`src/rtl/core/assert_macros.svh`:
```
// Assertion helpers for the range-minimum block.
// Both macros sample on clk and are held off while rst_n is low.
`ifndef ASSERT_MACROS_SVH
`define ASSERT_MACROS_SVH

// Same-cycle implication.
`define STMIN_ASSERT_NOW(lbl, ante, cons, msg) \
  lbl: assert property (@(posedge clk) disable iff (!rst_n) (ante) |-> (cons)) \
    else $error(msg);

// Next-cycle implication.
`define STMIN_ASSERT_NEXT(lbl, ante, cons, msg) \
  lbl: assert property (@(posedge clk) disable iff (!rst_n) (ante) |=> (cons)) \
    else $error(msg);

`endif

```
`src/rtl/core/stmin_pkg.sv`:
```
`timescale 1ns / 1ps

package stmin_pkg;

  localparam int LEAF_COUNT  = 1024;
  localparam int LEAF_W      = $clog2(LEAF_COUNT);
  localparam int NODE_AW     = LEAF_W + 1;
  localparam int STORE_DEPTH = 2 * LEAF_COUNT;
  localparam int POS_W       = NODE_AW + 1;
  localparam int CNT_W       = 11;
  localparam int VAL_W       = 30;
  localparam int IDX_W       = 10;

  localparam logic [VAL_W-1:0] MIN_IDENTITY = 30'h3f3f3f3f;
  localparam logic [CNT_W-1:0] CNT_RESET    = 11'd1024;

  localparam logic [1:0] CMD_LOAD  = 2'd0;
  localparam logic [1:0] CMD_BUILD = 2'd1;
  localparam logic [1:0] CMD_QUERY = 2'd2;

  typedef struct packed {
    logic [1:0]       command;
    logic [IDX_W-1:0] element_index;
    logic [VAL_W-1:0] element_value;
    logic [CNT_W-1:0] range_start;
    logic [CNT_W-1:0] range_end;
  } in_t;

  typedef struct packed {
    logic [VAL_W-1:0] minimum;
    logic             status;
  } out_t;

  typedef struct packed {
    logic               we;
    logic [NODE_AW-1:0] waddr;
    logic [VAL_W-1:0]   wdata;
    logic [NODE_AW-1:0] raddr;
  } mem_req_t;

  typedef struct packed {
    logic clearing;
    logic busy;
  } ctrl_stat_t;

  // Clamp a written count to [1, LEAF_COUNT].
  function automatic logic [CNT_W-1:0] eff_count(input logic [CNT_W-1:0] c);
    logic [CNT_W-1:0] v;
    v = c;
    if (v == '0) v = CNT_W'(1);
    if (v > CNT_W'(LEAF_COUNT)) v = CNT_W'(LEAF_COUNT);
    return v;
  endfunction

  // Smallest power of two not below c (c >= 1): smear the bits of c-1.
  function automatic logic [CNT_W-1:0] pow2_ceil(input logic [CNT_W-1:0] c);
    logic [CNT_W-1:0] v;
    v = c - CNT_W'(1);
    v = v | (v >> 1);
    v = v | (v >> 2);
    v = v | (v >> 4);
    v = v | (v >> 8);
    return v + CNT_W'(1);
  endfunction

  function automatic logic [VAL_W-1:0] vmin(input logic [VAL_W-1:0] a,
                                            input logic [VAL_W-1:0] b);
    return (a < b) ? a : b;
  endfunction

endpackage

```
`src/rtl/core/stmin_ctrl.sv`:
```
`timescale 1ns / 1ps

module stmin_ctrl (
  input  logic                         clk,
  input  logic                         rst_n,
  input  logic                         in_valid,
  output logic                         in_ready,
  input  stmin_pkg::in_t               in_data,
  output logic                         out_valid,
  input  logic                         out_ready,
  output stmin_pkg::out_t              out_data,
  input  logic [stmin_pkg::CNT_W-1:0]  cnt,
  input  logic [stmin_pkg::CNT_W-1:0]  base,
  output stmin_pkg::mem_req_t          mem_req,
  input  logic [stmin_pkg::VAL_W-1:0]  rd_data,
  output stmin_pkg::ctrl_stat_t        stat
);
  import stmin_pkg::*;

  typedef enum logic [2:0] {
    S_CLEAR, S_IDLE, S_B_RD0, S_B_RD1, S_B_WR, S_Q_LEFT, S_Q_RIGHT, S_Q_FIN
  } state_t;

  state_t             state_r, state_nxt;
  logic [NODE_AW-1:0] clr_r, clr_nxt;
  logic [LEAF_W-1:0]  bi_r, bi_nxt;
  logic [VAL_W-1:0]   tmp_r, tmp_nxt;
  logic [POS_W-1:0]   l_r, l_nxt, r_r, r_nxt;
  logic [VAL_W-1:0]   acc_r, acc_nxt;
  logic               stat_r, stat_nxt;
  logic               pend_r, pend_nxt;
  logic               out_valid_r, out_valid_nxt;
  out_t               out_data_r, out_data_nxt;

  logic               accept;
  logic [CNT_W-1:0]   hi_c;
  logic [VAL_W-1:0]   sat_val;
  logic [POS_W-1:0]   r_dec, r_sel;
  mem_req_t           req;

  assign accept  = in_valid && (state_r == S_IDLE);
  assign hi_c    = (in_data.range_end > cnt) ? cnt : in_data.range_end;
  assign sat_val = (in_data.element_value > MIN_IDENTITY) ? MIN_IDENTITY
                                                          : in_data.element_value;
  assign r_dec   = r_r - POS_W'(1);

  always_comb begin
    state_nxt     = state_r;
    clr_nxt       = clr_r;
    bi_nxt        = bi_r;
    tmp_nxt       = tmp_r;
    l_nxt         = l_r;
    r_nxt         = r_r;
    stat_nxt      = stat_r;
    pend_nxt      = 1'b0;
    out_valid_nxt = out_valid_r && !out_ready;
    out_data_nxt  = out_data_r;
    acc_nxt       = pend_r ? vmin(acc_r, rd_data) : acc_r;
    r_sel         = r_r;
    req           = '0;

    unique case (state_r)
      S_CLEAR: begin
        req.we    = 1'b1;
        req.waddr = clr_r;
        clr_nxt   = clr_r + NODE_AW'(1);
        if (clr_r == '1) state_nxt = S_IDLE;
      end
      S_IDLE: begin
        if (accept) begin
          unique case (in_data.command)
            CMD_LOAD: begin
              if (CNT_W'(in_data.element_index) < cnt) begin
                req.we    = 1'b1;
                req.waddr = NODE_AW'(base) + NODE_AW'(in_data.element_index);
                req.wdata = sat_val;
              end
            end
            CMD_BUILD: begin
              bi_nxt    = LEAF_W'(base - CNT_W'(1));
              state_nxt = S_B_RD0;
            end
            CMD_QUERY: begin
              stat_nxt = in_data.range_end > cnt;
              acc_nxt  = MIN_IDENTITY;
              l_nxt    = POS_W'(in_data.range_start) + POS_W'(base);
              r_nxt    = POS_W'(hi_c) + POS_W'(base);
              state_nxt = (in_data.range_start < hi_c) ? S_Q_LEFT : S_Q_FIN;
            end
            default: ;
          endcase
        end
      end
      S_B_RD0: begin
        req.raddr = {bi_r, 1'b0};
        state_nxt = (bi_r == '0) ? S_IDLE : S_B_RD1;
      end
      S_B_RD1: begin
        tmp_nxt   = rd_data;
        req.raddr = {bi_r, 1'b1};
        state_nxt = S_B_WR;
      end
      S_B_WR: begin
        req.we    = 1'b1;
        req.waddr = NODE_AW'(bi_r);
        req.wdata = vmin(tmp_r, rd_data);
        bi_nxt    = bi_r - LEAF_W'(1);
        state_nxt = S_B_RD0;
      end
      S_Q_LEFT: begin
        if (l_r < r_r) begin
          if (l_r[0]) begin
            req.raddr = l_r[NODE_AW-1:0];
            pend_nxt  = 1'b1;
            l_nxt     = l_r + POS_W'(1);
          end
          state_nxt = S_Q_RIGHT;
        end else begin
          state_nxt = S_Q_FIN;
        end
      end
      S_Q_RIGHT: begin
        if (r_r[0]) begin
          req.raddr = r_dec[NODE_AW-1:0];
          pend_nxt  = 1'b1;
          r_sel     = r_dec;
        end
        l_nxt     = l_r >> 1;
        r_nxt     = r_sel >> 1;
        state_nxt = S_Q_LEFT;
      end
      S_Q_FIN: begin
        // last pending read was folded into acc_r on the way in
        if (!out_valid_r || out_ready) begin
          out_valid_nxt        = 1'b1;
          out_data_nxt.minimum = acc_r;
          out_data_nxt.status  = stat_r;
          state_nxt            = S_IDLE;
        end
      end
      default: state_nxt = S_IDLE;
    endcase
  end

  always_ff @(posedge clk) begin
    if (!rst_n) begin
      state_r     <= S_CLEAR;
      clr_r       <= '0;
      pend_r      <= 1'b0;
      out_valid_r <= 1'b0;
    end else begin
      state_r     <= state_nxt;
      clr_r       <= clr_nxt;
      pend_r      <= pend_nxt;
      out_valid_r <= out_valid_nxt;
    end
    bi_r       <= bi_nxt;
    tmp_r      <= tmp_nxt;
    l_r        <= l_nxt;
    r_r        <= r_nxt;
    acc_r      <= acc_nxt;
    stat_r     <= stat_nxt;
    out_data_r <= out_data_nxt;
  end

  assign in_ready      = (state_r == S_IDLE);
  assign out_valid     = out_valid_r;
  assign out_data      = out_data_r;
  assign mem_req       = req;
  assign stat.clearing = (state_r == S_CLEAR);
  assign stat.busy     = (state_r != S_IDLE) && (state_r != S_CLEAR);

endmodule

```
`config.mk`:
```
export PLATFORM = sky130hd
export DESIGN_NAME = stmin_ctrl
export DESIGN_NICKNAME = d
export VERILOG_FILES = /design/src/rtl/core/assert_macros.svh /design/src/rtl/core/stmin_pkg.sv /design/src/rtl/core/stmin_ctrl.sv
export SDC_FILE = /design/constraint.sdc
export NUM_CORES = 1
export LEC_CHECK = 0
export ABC_AREA = 1
export BUFFER_PORTS_ARGS = -buffer_cell sky130_fd_sc_hd__buf_2
export CAP_MARGIN = 10
export CORE_AREA = 2 2 142 200
export DETAILED_ROUTE_END_ITERATION = 16
export DIE_AREA = 0 0 144 202
export GPL_TIMING_DRIVEN = 0
export PLACE_DENSITY_LB_ADDON = 0.05
export SYNTH_ARGS = -nofsm -noshare
export SYNTH_HDL_FRONTEND = slang
export SYNTH_SLANG_ARGS = --single-unit
```
`constraint.sdc`:
```
create_clock -name clk -period 6.2 [get_ports clk]
set_input_delay 0.62 -clock clk [delete_from_list [all_inputs] [get_ports clk]]
set_output_delay 0.62 -clock clk [all_outputs]
set_load 0.005 [all_outputs]
```
==> impl_results.md <==
- Synth Flop Type: edfxtp_1
- Die area: roughly 29,000 sq um
- Max_cap viols: 0
- Post-Syn Area: 10,800 sq um
- Hold-fix buffers, CTS: 0
- VDD IR-drop max: 159 uV
- Async SR Flop Fraction: 0%
- RR Endpoint: r_r[8]$_DFFE_PP_
- Vias per cell: 5.23
- Global placer's final weighted congestion: between 0.9 and 1
- # nets final: 1,853
- Hold path start: rd_data[23]
- Die X: around 140 microns
- Pins Over Slew Limit: 0
- Area of the multi-input gates: 6120 sq um
- Worst hold path endpoint: tmp_r[23]$_DFFE_PP_
- P_leak: approximately 6.3 nW
- Hpwl dp: roughly 31 mm
- Largest net degree at the start of global routing: 23
- Synth unique cells: 52
- Most common cell after layout, fill and taps aside: nand2_1
- CP endpoint kind: flip-flop
- Starting Density: about two fifths
- Worst min path class: primary input to flip-flop
- Post-synth EDFFs: between 90 and 100
- YS warnings: 0
- Num CTS Buffers: 17
- Vias in the first global route: around 10,000
- CTS Sinks: ~140
- Antenna Nets Post-Route: 0
- Critical Path AT: ~4.2 ns
- Root buf cell: clkbuf_16
- Initial antenna violation count: 0
- Worst-path maximum fanout: 10
- Net Count, Synth: 1,625
- Storage cell area: 3800 sq um
- RSZ-0062 raised after global routing: false
- Share of layout cells above drive strength 1: around a fifth
- Slew Limit Headroom: 19.8%
- Clock latency on the worst-skew pair: 0.44 ns
- Wire per inst: 18.6 microns
- Crit path launch type: primary input
- Status: complete, no violations
- Die span in y: just over 200 microns
- Synth top area share: 26.8%
- Reg-to-reg setup timing slack: 3.35 ns
- FF-to-FF path depth: 5
- FP Rows: 72
- Drc violations: 0
- Slew @ Worst Pin: roughly 1.2 ns
- Fill cells: about 2,900
- Mean post-synth cell area: roughly 7.9 sq um
- PortBufs: 206
- Worst EP required: between 6 and 7 ns
- Area growth syn-to-layout: 20.5%
- Crit Path Class: primary input to flip-flop
- Most frequent cells in the layout: nand2_1, buf_2, inv_1
- Postcts setup bufs: 0
- CTS tree: built
- Maximum clock rate: about 0.25 GHz
- Syn Inst Count: 1,369
- Largest area contributor in the netlist: edfxtp_1
- Final std cells w/o fill: just under 2,000
- Post-synthesis sequential area ratio: a little over a third
- DRT Wirelength: roughly 37 mm
- H-tree depth: 4
- Setup TNS: 0 ns
- Count of endpoints failing setup in the final report: 0
- Hold Path Stages: 1
- Routed vias: slightly above 10,000
- Final Hold Vio Count: 0
- Post-CTS resize count: 0
- Grt ovf: 0
- Final Cycle Share: 64.6%
- Initial DRT Pass Iterations: 5
- PwrDens: a little over 200 nW/um^2
- RR Startpoint: state_r[2]$_SDFFE_PN0P_
- First-pass GRT wire length: 55.8 mm
- Max Root-Sink Buffers: 2
- Fin crit period: about 4.0 ns
- Inst Count DP: 1,948
- Area of the core: between 20,000 and 30,000 sq um
- Synth top area cells: edfxtp_1, ha_1, nand2_1, dfxtp_1, nand3_1
- I/O pin count: 208
- Clock slew at reported path FFs: roughly 0.060 ns
- Yosys reg bits: 142
- Diodes inserted: 0
- Overall Global Routing Usage: around a quarter
- DR iter-0 viols: roughly 580
- Clock skew: about 0.012 ns
-- worst max-delay path, cell delays in order --
cell	delay, ns
buf_2	0.07
inv_1	0.07
ha_1	0.30
nand2_1	0.05
inv_1	0.08
nand2_1	0.07
nor2_1	0.20
nand3b_1	0.13
nand2_1	0.11
clkbuf_1	0.32
buf_2	0.30
nand2_1	0.07
o21ai_0	0.22
ha_1	0.40
a21oi_1	0.28
o221ai_1	0.18
a21oi_1	0.19
nor2_1	0.07
o21ai_0	0.14
nand2_1	0.08
xor2_1	0.15
o21ai_0	0.09
-- where the power goes --
part,switching (mW),leakage [nW],internal [mW]
registers,0.0166,1.24,1.04
clock network,0.426,0.311,0.712
logic,0.311,4.72,0.187
-- synthesized netlist by cell type (3+ instances only) --
| library cell | n |
|---|---|
| edfxtp_1 | 96 |
| a21oi_1 | 95 |
| o21ai_0 | 56 |
| o22ai_1 | 3 |
| inv_1 | 169 |
| nand3_1 | 130 |
| o221ai_1 | 24 |
| o21a_1 | 3 |
| buf_2 | 14 |
| nor2_2 | 8 |
| o211ai_1 | 9 |
| xnor2_1 | 3 |
| nor3_1 | 9 |
| nor2_1 | 71 |
| ha_1 | 133 |
| buf_1 | 5 |
| nand3b_1 | 31 |
| nand2_1 | 308 |
| o21ai_1 | 23 |
| clkbuf_1 | 18 |
| or2_2 | 6 |
| nand2_2 | 6 |
| a211oi_1 | 6 |
| dfxtp_1 | 46 |
| nand4_1 | 14 |
| nor4_1 | 9 |
| fa_1 | 3 |
| xor2_1 | 16 |
| inv_2 | 16 |
| a31oi_1 | 8 |
-- final cells by class --
| class | instances | area share, % |
|---|---|---|
| Clock buffer | 17 | 3.28 |
| Inverter | 185 | 5.35 |
| Buffer | 38 | 1.29 |
| Sequential cell | 142 | 29.3 |
| Timing Repair Buffer | 209 | 8.37 |
| Multi-Input combinational cell | 1004 | 47.2 |
| Tap cell | 370 | 3.57 |
| Clock inverter | 15 | 1.69 |
-- registers in the layout, indices dropped and copies added (netlist names) --
name,flops
acc_r,30
state_r,3
tmp_r,30
stat_r,1
pend_r,1
out_data,31
out_valid,1
bi_r,10
l_r,12
r_r,12
clr_r,11
-- how the worst max path moves through the flow --
stage / start / endpoint / cells after the start
floorplan: cnt[10] / r_r[8]$_DFFE_PP_ / 21
global placement: cnt[10] / r_r[8]$_DFFE_PP_ / 22
global route: cnt[10] / r_r[8]$_DFFE_PP_ / 22
finish: cnt[10] / r_r[8]$_DFFE_PP_ / 22
CTS: cnt[10] / r_r[8]$_DFFE_PP_ / 22
detailed placement: cnt[10] / r_r[8]$_DFFE_PP_ / 22
-- through the flow --
step	util, %	setup slack, ns	total power, mW	area (sq um)	hold WS, ns
2_1_floorplan	-	2.73	1.40	10800	0.400
4_1_cts	47.5	2.18	2.71	13000	0.364
3_3_place_gp	44.9	1.79	1.57	12300	0.409
3_5_place_dp	45.2	1.74	1.58	12300	0.413
5_1_grt	47.5	1.69	2.81	13000	0.365
6_report	47.5	2.20	2.69	13000	0.378
-- routing by layer --
metal  global-route usage (%)  vias up  share of wire (%)
li1                         -     5188                  -
met1                     26.7     4750                 38
met2                     48.7      324                 53
met3                     3.39       86                4.4
met4                     13.7        0                5.2
met5                        0        -                  0
-- cells by family after synthesis --
kind of cell / after synthesis / synth area share (%)
AO/OA/AOI/OAI: 246 / 13.4
adder cells (fa/ha/maj): 136 / 16.0
XOR/XNOR: 20 / 1.70
flip-flops: 142 / 35.3
AND/OR/NAND/NOR: 602 / 25.6
buffers and inverters: 223 / 8.00
(Power assumes the default switching activity.)
